File: src/rtl/md5_hash_engine_unit_macros.svh
// Assertion macros shared by the MD5 engine RTL.
// Each macro expects signals named clk and rst in the scope where it is used.
`ifndef MD5_HASH_ENGINE_UNIT_MACROS_SVH
`define MD5_HASH_ENGINE_UNIT_MACROS_SVH

`ifndef SYNTHESIS
`define MD5HE_ASSERT_ALWAYS(label, expr) \
  label: assert property (@(posedge clk) disable iff (rst) (expr)) \
    else $error("md5he: invariant violated");
`define MD5HE_ASSERT_IMPLIES(label, ante, cons) \
  label: assert property (@(posedge clk) disable iff (rst) (ante) |-> (cons)) \
    else $error("md5he: implication violated");
`define MD5HE_ASSERT_NEXT(label, ante, cons) \
  label: assert property (@(posedge clk) disable iff (rst) (ante) |=> (cons)) \
    else $error("md5he: next-cycle implication violated");
`else
`define MD5HE_ASSERT_ALWAYS(label, expr)
`define MD5HE_ASSERT_IMPLIES(label, ante, cons)
`define MD5HE_ASSERT_NEXT(label, ante, cons)
`endif

`endif

File: src/rtl/md5he_pkg.sv
// Shared types, constants and round tables for the MD5 engine.
// Used by md5he_ctrl, md5he_datapath and md5_hash_engine_unit; no dependencies.
`timescale 1ns / 1ps

package md5he_pkg;

  typedef enum logic [2:0] {
    ST_IDLE,
    ST_PAD80,
    ST_PADZ,
    ST_PADLEN,
    ST_COMP,
    ST_DONE
  } state_t;

  typedef enum logic [1:0] {
    WS_BYTE,
    WS_PAD80,
    WS_ZERO,
    WS_LEN
  } wsel_t;

  typedef struct packed {
    logic       wr_en;
    wsel_t      wr_sel;
    logic       count_add;
    logic       rd_issue;
    logic [5:0] rd_round;
    logic       load_work;
    logic       chain_add;
    logic       emit;
  } cmd_t;

  typedef struct packed {
    logic fill_full;
    logic fill_len;
    logic out_busy;
  } sts_t;

  localparam logic [31:0] IV_A = 32'h67452301;
  localparam logic [31:0] IV_B = 32'hefcdab89;
  localparam logic [31:0] IV_C = 32'h98badcfe;
  localparam logic [31:0] IV_D = 32'h10325476;

  localparam logic [7:0] PAD_BYTE   = 8'h80;
  localparam logic [5:0] LEN_POS    = 6'd56;
  localparam logic [5:0] FILL_LAST  = 6'd63;
  localparam logic [6:0] ROUNDS     = 7'd64;
  localparam logic [6:0] COMP_LAST  = 7'd66;
  localparam logic [63:0] BYTE_BITS = 64'd8;

  function automatic logic [31:0] k_const(input logic [5:0] r);
    logic [31:0] k;
    case (r)
      6'd0:  k = 32'hd76aa478;  6'd1:  k = 32'he8c7b756;
      6'd2:  k = 32'h242070db;  6'd3:  k = 32'hc1bdceee;
      6'd4:  k = 32'hf57c0faf;  6'd5:  k = 32'h4787c62a;
      6'd6:  k = 32'ha8304613;  6'd7:  k = 32'hfd469501;
      6'd8:  k = 32'h698098d8;  6'd9:  k = 32'h8b44f7af;
      6'd10: k = 32'hffff5bb1;  6'd11: k = 32'h895cd7be;
      6'd12: k = 32'h6b901122;  6'd13: k = 32'hfd987193;
      6'd14: k = 32'ha679438e;  6'd15: k = 32'h49b40821;
      6'd16: k = 32'hf61e2562;  6'd17: k = 32'hc040b340;
      6'd18: k = 32'h265e5a51;  6'd19: k = 32'he9b6c7aa;
      6'd20: k = 32'hd62f105d;  6'd21: k = 32'h02441453;
      6'd22: k = 32'hd8a1e681;  6'd23: k = 32'he7d3fbc8;
      6'd24: k = 32'h21e1cde6;  6'd25: k = 32'hc33707d6;
      6'd26: k = 32'hf4d50d87;  6'd27: k = 32'h455a14ed;
      6'd28: k = 32'ha9e3e905;  6'd29: k = 32'hfcefa3f8;
      6'd30: k = 32'h676f02d9;  6'd31: k = 32'h8d2a4c8a;
      6'd32: k = 32'hfffa3942;  6'd33: k = 32'h8771f681;
      6'd34: k = 32'h6d9d6122;  6'd35: k = 32'hfde5380c;
      6'd36: k = 32'ha4beea44;  6'd37: k = 32'h4bdecfa9;
      6'd38: k = 32'hf6bb4b60;  6'd39: k = 32'hbebfbc70;
      6'd40: k = 32'h289b7ec6;  6'd41: k = 32'heaa127fa;
      6'd42: k = 32'hd4ef3085;  6'd43: k = 32'h04881d05;
      6'd44: k = 32'hd9d4d039;  6'd45: k = 32'he6db99e5;
      6'd46: k = 32'h1fa27cf8;  6'd47: k = 32'hc4ac5665;
      6'd48: k = 32'hf4292244;  6'd49: k = 32'h432aff97;
      6'd50: k = 32'hab9423a7;  6'd51: k = 32'hfc93a039;
      6'd52: k = 32'h655b59c3;  6'd53: k = 32'h8f0ccc92;
      6'd54: k = 32'hffeff47d;  6'd55: k = 32'h85845dd1;
      6'd56: k = 32'h6fa87e4f;  6'd57: k = 32'hfe2ce6e0;
      6'd58: k = 32'ha3014314;  6'd59: k = 32'h4e0811a1;
      6'd60: k = 32'hf7537e82;  6'd61: k = 32'hbd3af235;
      6'd62: k = 32'h2ad7d2bb;  default: k = 32'heb86d391;
    endcase
    return k;
  endfunction

  // Message word used by each round: identity, then 5j+1, 3j+5 and 7j, all modulo 16.
  function automatic logic [3:0] msg_index(input logic [5:0] r);
    logic [3:0] j;
    logic [3:0] m;
    j = r[3:0];
    case (r[5:4])
      2'd0:    m = j;
      2'd1:    m = 4'd1 + j + (j << 2);
      2'd2:    m = 4'd5 + j + (j << 1);
      default: m = j + (j << 1) + (j << 2);
    endcase
    return m;
  endfunction

  function automatic logic [4:0] rot_amount(input logic [5:0] r);
    logic [4:0] s;
    case ({r[5:4], r[1:0]})
      4'h0: s = 5'd7;   4'h1: s = 5'd12;  4'h2: s = 5'd17;  4'h3: s = 5'd22;
      4'h4: s = 5'd5;   4'h5: s = 5'd9;   4'h6: s = 5'd14;  4'h7: s = 5'd20;
      4'h8: s = 5'd4;   4'h9: s = 5'd11;  4'ha: s = 5'd16;  4'hb: s = 5'd23;
      4'hc: s = 5'd6;   4'hd: s = 5'd10;  4'he: s = 5'd15;  default: s = 5'd21;
    endcase
    return s;
  endfunction

endpackage

File: src/rtl/md5he_datapath.sv
// MD5 datapath: block buffer memory, round pipeline, chaining words, counters
// and the digest output buffer. Depends on md5he_pkg and the macros header.
`timescale 1ns / 1ps
`include "md5_hash_engine_unit_macros.svh"

module md5he_datapath (
  input  logic              clk,
  input  logic              rst,
  input  md5he_pkg::cmd_t   cmd,
  output md5he_pkg::sts_t   sts,
  input  logic [7:0]        data_byte,
  input  logic              out_ready,
  output logic              out_valid,
  output logic [31:0]       digest_word,
  output logic [1:0]        word_index,
  output logic              last_word
);

  logic [31:0] mem [16];
  logic [31:0] rdata;
  logic [5:0]  fill;
  logic [63:0] bit_count;
  logic [31:0] chain [4];
  logic [31:0] wa, wb, wc, wd;
  logic        v1, v2;
  logic [5:0]  r1, r2;
  logic [31:0] wk;
  logic [31:0] obuf [4];
  logic [1:0]  out_idx;

  logic [7:0]  wdata;
  logic [31:0] mix;
  logic [31:0] t;
  logic [63:0] rot_wide;
  logic [31:0] b_new;

  always_comb begin
    case (cmd.wr_sel)
      md5he_pkg::WS_BYTE:  wdata = data_byte;
      md5he_pkg::WS_PAD80: wdata = md5he_pkg::PAD_BYTE;
      md5he_pkg::WS_ZERO:  wdata = 8'h00;
      default:             wdata = 8'(bit_count >> {fill[2:0], 3'b000});
    endcase
  end

  // Byte-wide writes into a word-organised buffer; one registered word read.
  always_ff @(posedge clk) begin
    if (cmd.wr_en) begin
      mem[fill[5:2]][{fill[1:0], 3'b000} +: 8] <= wdata;
    end
    if (cmd.rd_issue) begin
      rdata <= mem[md5he_pkg::msg_index(cmd.rd_round)];
    end
  end

  always_ff @(posedge clk) begin
    if (rst) begin
      fill      <= '0;
      bit_count <= '0;
      v1        <= 1'b0;
      v2        <= 1'b0;
      chain[0]  <= md5he_pkg::IV_A;
      chain[1]  <= md5he_pkg::IV_B;
      chain[2]  <= md5he_pkg::IV_C;
      chain[3]  <= md5he_pkg::IV_D;
      out_valid <= 1'b0;
      out_idx   <= '0;
    end else begin
      v1 <= cmd.rd_issue;
      v2 <= v1;
      if (cmd.wr_en) begin
        fill <= fill + 6'd1;
      end
      if (cmd.count_add) begin
        bit_count <= bit_count + md5he_pkg::BYTE_BITS;
      end
      if (cmd.chain_add) begin
        chain[0] <= chain[0] + wa;
        chain[1] <= chain[1] + wb;
        chain[2] <= chain[2] + wc;
        chain[3] <= chain[3] + wd;
      end
      if (cmd.emit) begin
        chain[0]  <= md5he_pkg::IV_A;
        chain[1]  <= md5he_pkg::IV_B;
        chain[2]  <= md5he_pkg::IV_C;
        chain[3]  <= md5he_pkg::IV_D;
        bit_count <= '0;
        out_valid <= 1'b1;
        out_idx   <= '0;
      end else if (out_valid && out_ready) begin
        out_idx <= out_idx + 2'd1;
        if (out_idx == 2'd3) begin
          out_valid <= 1'b0;
        end
      end
    end
  end

  // Payload registers of the round pipeline and the output buffer.
  always_ff @(posedge clk) begin
    r1 <= cmd.rd_round;
    r2 <= r1;
    wk <= rdata + md5he_pkg::k_const(r1);
    if (cmd.load_work) begin
      wa <= chain[0];
      wb <= chain[1];
      wc <= chain[2];
      wd <= chain[3];
    end else if (v2) begin
      wa <= wd;
      wd <= wc;
      wc <= wb;
      wb <= b_new;
    end
    if (cmd.emit) begin
      obuf[0] <= chain[0];
      obuf[1] <= chain[1];
      obuf[2] <= chain[2];
      obuf[3] <= chain[3];
    end
  end

  always_comb begin
    case (r2[5:4])
      2'd0:    mix = (wb & wc) | (~wb & wd);
      2'd1:    mix = (wb & wd) | (wc & ~wd);
      2'd2:    mix = wb ^ wc ^ wd;
      default: mix = wc ^ (wb | ~wd);
    endcase
    t        = wa + mix + wk;
    rot_wide = {t, t} << md5he_pkg::rot_amount(r2);
    b_new    = wb + rot_wide[63:32];
  end

  assign sts.fill_full = (fill == md5he_pkg::FILL_LAST);
  assign sts.fill_len  = (fill == md5he_pkg::LEN_POS);
  assign sts.out_busy  = out_valid;

  assign digest_word = obuf[out_idx];
  assign word_index  = out_idx;
  assign last_word   = (out_idx == 2'd3);

  `MD5HE_ASSERT_IMPLIES(a_emit_into_free_buffer, cmd.emit, !out_valid)
  `MD5HE_ASSERT_IMPLIES(a_no_write_during_rounds, cmd.wr_en, !(v1 || v2 || cmd.rd_issue))
  `MD5HE_ASSERT_ALWAYS(a_count_whole_bytes, bit_count[2:0] == 3'd0)

endmodule

File: src/rtl/md5he_ctrl.sv
// MD5 controller: sequences byte intake, padding, compression and digest hand-off.
// Depends on md5he_pkg; drives md5he_datapath through cmd_t and reads sts_t.
`timescale 1ns / 1ps

module md5he_ctrl (
  input  logic              clk,
  input  logic              rst,
  input  logic              in_valid,
  output logic              in_ready,
  input  logic              byte_present,
  input  logic              last,
  input  md5he_pkg::sts_t   sts,
  output md5he_pkg::cmd_t   cmd
);

  md5he_pkg::state_t state, state_next;
  md5he_pkg::state_t ret, ret_next;
  logic [6:0]        cnt, cnt_next;

  always_ff @(posedge clk) begin
    if (rst) begin
      state <= md5he_pkg::ST_IDLE;
      ret   <= md5he_pkg::ST_IDLE;
      cnt   <= '0;
    end else begin
      state <= state_next;
      ret   <= ret_next;
      cnt   <= cnt_next;
    end
  end

  always_comb begin
    state_next = state;
    ret_next   = ret;
    cnt_next   = cnt;
    in_ready   = 1'b0;
    cmd        = '0;
    unique case (state)
      md5he_pkg::ST_IDLE: begin
        in_ready = 1'b1;
        if (in_valid) begin
          if (byte_present) begin
            cmd.wr_en     = 1'b1;
            cmd.wr_sel    = md5he_pkg::WS_BYTE;
            cmd.count_add = 1'b1;
          end
          // A byte that completes the block is compressed before any padding.
          if (byte_present && sts.fill_full) begin
            ret_next   = last ? md5he_pkg::ST_PAD80 : md5he_pkg::ST_IDLE;
            cnt_next   = '0;
            state_next = md5he_pkg::ST_COMP;
          end else if (last) begin
            state_next = md5he_pkg::ST_PAD80;
          end
        end
      end
      md5he_pkg::ST_PAD80: begin
        cmd.wr_en  = 1'b1;
        cmd.wr_sel = md5he_pkg::WS_PAD80;
        if (sts.fill_full) begin
          ret_next   = md5he_pkg::ST_PADZ;
          cnt_next   = '0;
          state_next = md5he_pkg::ST_COMP;
        end else begin
          state_next = md5he_pkg::ST_PADZ;
        end
      end
      md5he_pkg::ST_PADZ: begin
        if (sts.fill_len) begin
          state_next = md5he_pkg::ST_PADLEN;
        end else begin
          cmd.wr_en  = 1'b1;
          cmd.wr_sel = md5he_pkg::WS_ZERO;
          if (sts.fill_full) begin
            ret_next   = md5he_pkg::ST_PADZ;
            cnt_next   = '0;
            state_next = md5he_pkg::ST_COMP;
          end
        end
      end
      md5he_pkg::ST_PADLEN: begin
        cmd.wr_en  = 1'b1;
        cmd.wr_sel = md5he_pkg::WS_LEN;
        if (sts.fill_full) begin
          ret_next   = md5he_pkg::ST_DONE;
          cnt_next   = '0;
          state_next = md5he_pkg::ST_COMP;
        end
      end
      md5he_pkg::ST_COMP: begin
        // Reads pass the rdata and wk registers before the round unit; the final add follows the last round.
        cmd.rd_issue  = (cnt < md5he_pkg::ROUNDS);
        cmd.rd_round  = cnt[5:0];
        cmd.load_work = (cnt == '0);
        cmd.chain_add = (cnt == md5he_pkg::COMP_LAST);
        cnt_next      = cnt + 7'd1;
        if (cnt == md5he_pkg::COMP_LAST) begin
          state_next = ret;
        end
      end
      md5he_pkg::ST_DONE: begin
        if (!sts.out_busy) begin
          cmd.emit   = 1'b1;
          state_next = md5he_pkg::ST_IDLE;
        end
      end
      default: begin
        state_next = md5he_pkg::ST_IDLE;
      end
    endcase
  end

endmodule

File: src/rtl/md5_hash_engine_unit.sv
// MD5 engine: one message byte per item; a byte that neither fills a block nor is last is
// simply stored. A byte completing a 64-byte block starts a compression, one round per cycle
// on one shared round unit fed from a block memory with byte writes and one word read port.
// A last item adds padding (at most one byte written per cycle) and one or two compressions,
// then loads the output buffer when free; four digest items leave while new bytes come.
// Synchronous reset restores the initial chaining words and clears all counters.
`timescale 1ns / 1ps

module md5_hash_engine_unit (
  input  logic        clk,
  input  logic        rst,
  input  logic        in_valid,
  output logic        in_ready,
  input  logic [7:0]  data_byte,
  input  logic        byte_present,
  input  logic        last,
  output logic        out_valid,
  input  logic        out_ready,
  output logic [31:0] digest_word,
  output logic [1:0]  word_index,
  output logic        last_word
);

  md5he_pkg::cmd_t cmd;
  md5he_pkg::sts_t sts;

  md5he_ctrl u_ctrl (
    .clk          (clk),
    .rst          (rst),
    .in_valid     (in_valid),
    .in_ready     (in_ready),
    .byte_present (byte_present),
    .last         (last),
    .sts          (sts),
    .cmd          (cmd)
  );

  md5he_datapath u_datapath (
    .clk         (clk),
    .rst         (rst),
    .cmd         (cmd),
    .sts         (sts),
    .data_byte   (data_byte),
    .out_ready   (out_ready),
    .out_valid   (out_valid),
    .digest_word (digest_word),
    .word_index  (word_index),
    .last_word   (last_word)
  );

endmodule
File: config.mk
export PLATFORM = sky130hd
export DESIGN_NAME = md5_hash_engine_unit
export DESIGN_NICKNAME = d
export VERILOG_FILES = /design/src/rtl/md5he_pkg.sv /design/src/rtl/md5he_datapath.sv /design/src/rtl/md5he_ctrl.sv /design/src/rtl/md5_hash_engine_unit.sv
export VERILOG_INCLUDE_DIRS = /design/src /design/src/rtl
export SDC_FILE = /design/constraint.sdc
export NUM_CORES = 2
export LEC_CHECK = 0
export BUFFER_PORTS_ARGS = -buffer_cell sky130_fd_sc_hd__clkbuf_2
export CAP_MARGIN = 20
export CORE_UTILIZATION = 45
export DETAILED_ROUTE_END_ITERATION = 10
export GPL_TIMING_DRIVEN = 0
export MAX_ROUTING_LAYER = met4
export SYNTH_ARGS = -nofsm -noshare
export SYNTH_HDL_FRONTEND = slang
export SYNTH_SLANG_ARGS = --single-unit
export TNS_END_PERCENT = 1
File: constraint.sdc
create_clock -name clk -period 9.3 [get_ports clk]
set_input_delay 1.86 -clock clk [delete_from_list [all_inputs] [get_ports clk]]
set_output_delay 1.86 -clock clk [all_outputs]
set_load 0.01 [all_outputs]
Word level (Yosys, flattened, before mapping)
Memories as Yosys holds them, arrays and structs flattened. A register that Yosys moved wholly into a read port is not among the register bits.
Cells that the tools add are included.
Cells by class
  bitwise gates (word level): 20
  reduce and logical (&&, ||, !) cells: 18
  muxes and demuxes: 66
  eq/ne operators: 22
  magnitude comparators: 1
  shifts and indexed selects: 4
  add/subtract/negate cells: 19
Operators by type and width (count)
  $mux W32: 17
  $add A32 B32 Y32: 8
  $and A32 B32 Y32: 4
  $or A32 B32 Y32: 3
  $pmux W32 S3: 1
  $xor A32 B32 Y32: 3
  $add A64 B4 Y64 const B: 1
  $not A32 Y32: 2
  $shl A64 B5 Y64: 1
  $shr A64 B6 Y8: 1
  $mux W3: 14
  $shift A8 B7 Y32 const A: 1
  $shiftx A8 B7 Y32: 1
  $mux W7: 4
  $pmux W7 S4: 1
  $pmux W3 S4: 2
  $pmux W8 S3: 1
  $mux W1: 18
  $pmux W3 S6: 1
  $add A4 B4 Y4: 4
  $eq A6 B6 Y1 const B: 2
  $mux W4: 3
  $pmux W4 S3: 1
  $mux W9: 1
  other kinds (28): 55
Storage, ports and cells
  RAM bits: 768
  flip-flop bits (word level): 260
  bits of input ports: 14
  memories: 5
  output and inout bits: 37
  memory bits (read-only): 2128
  logic and storage cells: 171
Memory list
  (name not given): words 64, width 32, read ports 1, clocked after Yosys merged registers in 1, write ports 0, line md5he_pkg.sv:54  | case (r)
  u_datapath.mem: words 16, width 32, read ports 1, clocked after Yosys merged registers in 1, write ports 1, line md5he_datapath.sv:19  | logic [31:0] mem [16];
  u_datapath.chain: words 4, width 32, read ports 4, clocked after Yosys merged registers in 0, write ports 4, line md5he_datapath.sv:23  | logic [31:0] chain [4];
  u_datapath.obuf: words 4, width 32, read ports 1, clocked after Yosys merged registers in 1, write ports 4, line md5he_datapath.sv:28  | logic [31:0] obuf [4];
  (name not given): words 16, width 5, read ports 1, clocked after Yosys merged registers in 1, write ports 0, line md5he_pkg.sv:107  | case ({r[5:4], r[1:0]})

Depth between registers and ports, before layout
  word-level depth: 10
  depth in mapped cells: 36
  gate-level depth less buffers: 35

Modules after synthesis
A second synthesis with hierarchy kept.
Unflattened totals
  cell total of the unflattened synthesis: 5186
  area, all modules: 59574.6 um^2
By module, submodules not included
  md5he_datapath: times used 1, cells each 5063, area an instance 58626.2 um^2, sequential area each 30209.0 um^2
  md5he_ctrl: times used 1, cells each 123, area an instance 948.4 um^2, sequential area each 260.2 um^2

Least setup slack after synthesis
OpenSTA, ideal clock, no wires.
  kind: reg2reg
  start: register u_ctrl.state[1]
  end: memory u_datapath.chain[1][14], data pin
  cell stages (with the launch flop): 9
  path slack: 0.929 ns
  clock period less this slack: 8.371 ns
  path buffers: 2
  setup time: 0.270 ns
  arrival: 8.101 ns
  data required time: 9.030 ns
  path through: dfxtp_1 clkbuf_1 nor2b_1 nand2_1 nor2_1 nor2_1 nand2_1 clkbuf_1 nor3_1
RTL lines
  start, declared: line md5he_ctrl.sv:16  | md5he_pkg::state_t state, state_next;
  start signal, assigned: line md5he_ctrl.sv:22  | state <= md5he_pkg::ST_IDLE;
  start signal, assigned: line md5he_ctrl.sv:26  | state <= state_next;
  end, declared: line md5he_datapath.sv:23

==> results.yml <==
finish:
  layout-drive-gt1-share_pct: 8.276
  nNetsFinal: 6456
  syn2layout_area_growth_pct: 12.34
  final_util_pct: 51.23
critical_path:
  crit_end: "u_datapath.rdata[12]$_DFFE_PP_"
  cp-end-kind: "flop"
  reg2regPathDepth: 21
  ff2ff_setup_slack_ps: 190
  worstPathMaxFanout: 16
  worstReg2RegEnd: "u_datapath.rdata[12]$_DFFE_PP_"
  rr_startpoint: "u_ctrl.state[1]$_SDFFE_PP0P_"
  crit_start: "u_ctrl.state[1]$_SDFFE_PP0P_"
  crit_required_ps: 9780
  critPathKind: "reg -> reg"
  crit_path_start_kind: "flop"
  cp.arrival_ps: 9580
timing:
  finalWorstSetupSlack_ps: 194.3
  worst_pin_slew_ps: 1205
  finalHoldViolCount: 0
  rsz0062_at_grt: "true"
  fin_crit_sh_pct: 97.91
  fmax_mhz: 109.8
  report.final.slew_viol_count: 0
  setup_violations: 0
  skew_ps: 74.01
  fin_crit_ps: 9106
  slew_headroom_pct: 19.67
yosys:
  yosys-top-cells-area: "edfxtp_1, dfxtp_1, nand2_1"
  synth_ff_type: "edfxtp_1"
  synth_edf_count: 864
  yosysWarningCount: 0
  synth_most_common_cell: "nand2_1"
  ys_seq_elements: 1090
  synthArstFlopShare_pct: 0
  synth_top_area_share_pct: 43.01
  synth_area_leader_cell: "edfxtp_1"
  ys_types: 105
  synth_nets: 6238
  syn_area_mm2: 0.06033
  seq_area_frac_synth_pct: 50.51
  syn_avg_cell_area_um2: 10.18
  syn-instance-count: 5928
  synth_common_cells: "nand2_1, edfxtp_1, nor2_1, a21oi_1, clkbuf_1"
detailed_routing:
  vias_per_cell: 6.141
  post_drt_wl_per_cell_um: 28.29
  drt-initial-drc-count: 5240
  drc: 0
  firstDrtPassIters: 5
  routed_wl_um: 226500
  vias: 49170
  drtAntennaViolNets: 0
clocking:
  clockBufferDepth: 3
  cts-root-buf: "clkbuf_16"
  clock_sinks: 1090
  htree_num_levels: 3
  hold_buffers: 0
  tritoncts: "yes"
  path_clk_slew_ps: 60
  cts_made_buffers: 117
  clock_latency_ps: 790
place:
  hpwl_um: 169300
  portBuffers: 50
  place.gp.congestion: 1.006
  place_ws_ps: -2040
global_route:
  grt_max_degree: 62
  grt_pass1_wl_um: 325200
  grt_usage_pct: 33.80
  grt_pass1_vias: 47120
  grt_antenna_before_repair: 6
  grt_overflow: 0
power_and_ir_drop:
  leakagePower_uw: 0.02531
  sw_frac_of_total_pct: 22.50
  p_sw_uw: 2358
  p_comb_share_pct: 3.5
  p_seq_share_pct: 50.8
  power_frac_clock_pct: 45.8
  power.internal_uw: 8120
  vdd_drop_max_v: 0.0001810
  p_per_area_mw_per_mm2: 154.6
die:
  die_h_um: 368.1
  io_pins: 51
  core_mm2: 0.1323
  dieArea_mm2: 0.1355
  die_w_um: 368.1
  rows: 133
  start_util_pct: 45.60
run_status:
  outcome: "finished, final reports clean"
job:
  drv_cap: 0
min_path:
  min_path_type: "reg -> reg"
final cells by class:
type | instances | area [µm²]
fill | 12060 | 64520
inverter | 225 | 848.3
timing repair buffer | 101 | 814.5
multi-input combinational | 4272 | 28170
clock buffer | 154 | 3173
antenna | 4 | 10.01
buffer | 339 | 1341
clock inverter | 66 | 745.7
tap | 1755 | 2196
sequential | 1090 | 30480
layout by cell type, fill, tap and decap left out, drive strengths merged, types with 142 or more instances in the layout:
cell and count:
nand2 940, o21ai 257, nor2 475, clkbuf 497
dfxtp 226, xor2 142, ha 256, inv 224
a21oi 420, edfxtp 864, and3 162, a211oi 206
routing by layer:
layer / wire, µm / track usage [%] / part of all wire [%]
met3: 15960 / 4.675 / 7.0
met4: 12780 / 16.86 / 5.6
met5: 0 / - / 0
met1: 91980 / 42.47 / 41
met2: 105800 / 53.48 / 47
sequential cells by signal, summed over array words and instances (netlist names), 32 cells and up, named ones only:
register	flops
u_datapath.chain	128
u_datapath.wk	32
u_datapath.wd	32
u_datapath.bit_count	61
u_datapath.wc	32
u_datapath.wb	32
u_datapath.mem	512
u_datapath.rdata	32
u_datapath.wa	32
u_datapath.obuf	128
worst max-delay path, stage by stage (launching register included):
cell      delay, ps
dfxtp_1         310
clkbuf_1        220
nor2b_1         300
nor2b_1         680
clkbuf_1        610
clkbuf_1        650
nand2_2         570
inv_1           640
ha_1            350
clkbuf_1        680
inv_1           410
fa_1            630
inv_1            50
o21ai_0         160
a21oi_1         110
o21ai_0         110
nand2_1          80
o21ai_0         160
clkbuf_1        680
clkbuf_1        650
a211oi_1        250
a21oi_1         520
repair_timing:
item	CTS	global route
hold endpoints to repair	0	0
resized for setup	51	74
pin swaps	3	6
endpoints found under the setup margin	21	31
buffers inserted	5	11
power groups by stage:
stage          Sequential, µW  Combinational (µW)  Clock, µW
6_report                 5320                 363       4790
5_1_grt                  5320                 391       5020
4_1_cts                  5320                 348       4830
3_5_place_dp             5420                 346          0
3_3_place_gp             5430                 337          0
2_1_floorplan            5410                 218          0
cell families after synthesis:
logic type,share of synthesized area [%]
simple gates,15.35
compound gates,16.14
flops,50.51
buf+inv,3.569
fa+ha+maj,6.637
xor+xnor,3.986
mux,3.812
how the worst min path moves through the flow:
stage | endpoint | cells after the start | slack [ps] | start
finish | u_datapath.r2[4]$_DFF_P_ | 0 | 350 | u_datapath.r1[4]$_DFF_P_
global placement | u_datapath.r2[4]$_DFF_P_ | 0 | 340 | u_datapath.r1[4]$_DFF_P_
floorplan | u_datapath.r2[4]$_DFF_P_ | 0 | 330 | u_datapath.r1[4]$_DFF_P_
CTS | u_datapath.r2[4]$_DFF_P_ | 0 | 350 | u_datapath.r1[4]$_DFF_P_
global route | u_datapath.r2[4]$_DFF_P_ | 0 | 360 | u_datapath.r1[4]$_DFF_P_
detailed placement | u_datapath.r2[4]$_DFF_P_ | 0 | 350 | u_datapath.r1[4]$_DFF_P_
per-stage QoR:
step / setup TNS (ps) / hold WS, ps / power [µW] / std cells / cell area, µm²
4_1_cts: 0 / 349.7 / 10500 / 7975 / 67260
3_3_place_gp: -1245880 / 338.2 / 5763 / 7733 / 62770
3_5_place_dp: -20440 / 350.7 / 5771 / 7752 / 63110
5_1_grt: -133.7 / 361.2 / 10730 / 8005 / 67770
6_report: 0 / 350.3 / 10480 / 8006 / 67770
2_1_floorplan: 0 / 329.0 / 5632 / 5928 / 60330
Power figures use the tool's default switching activity.
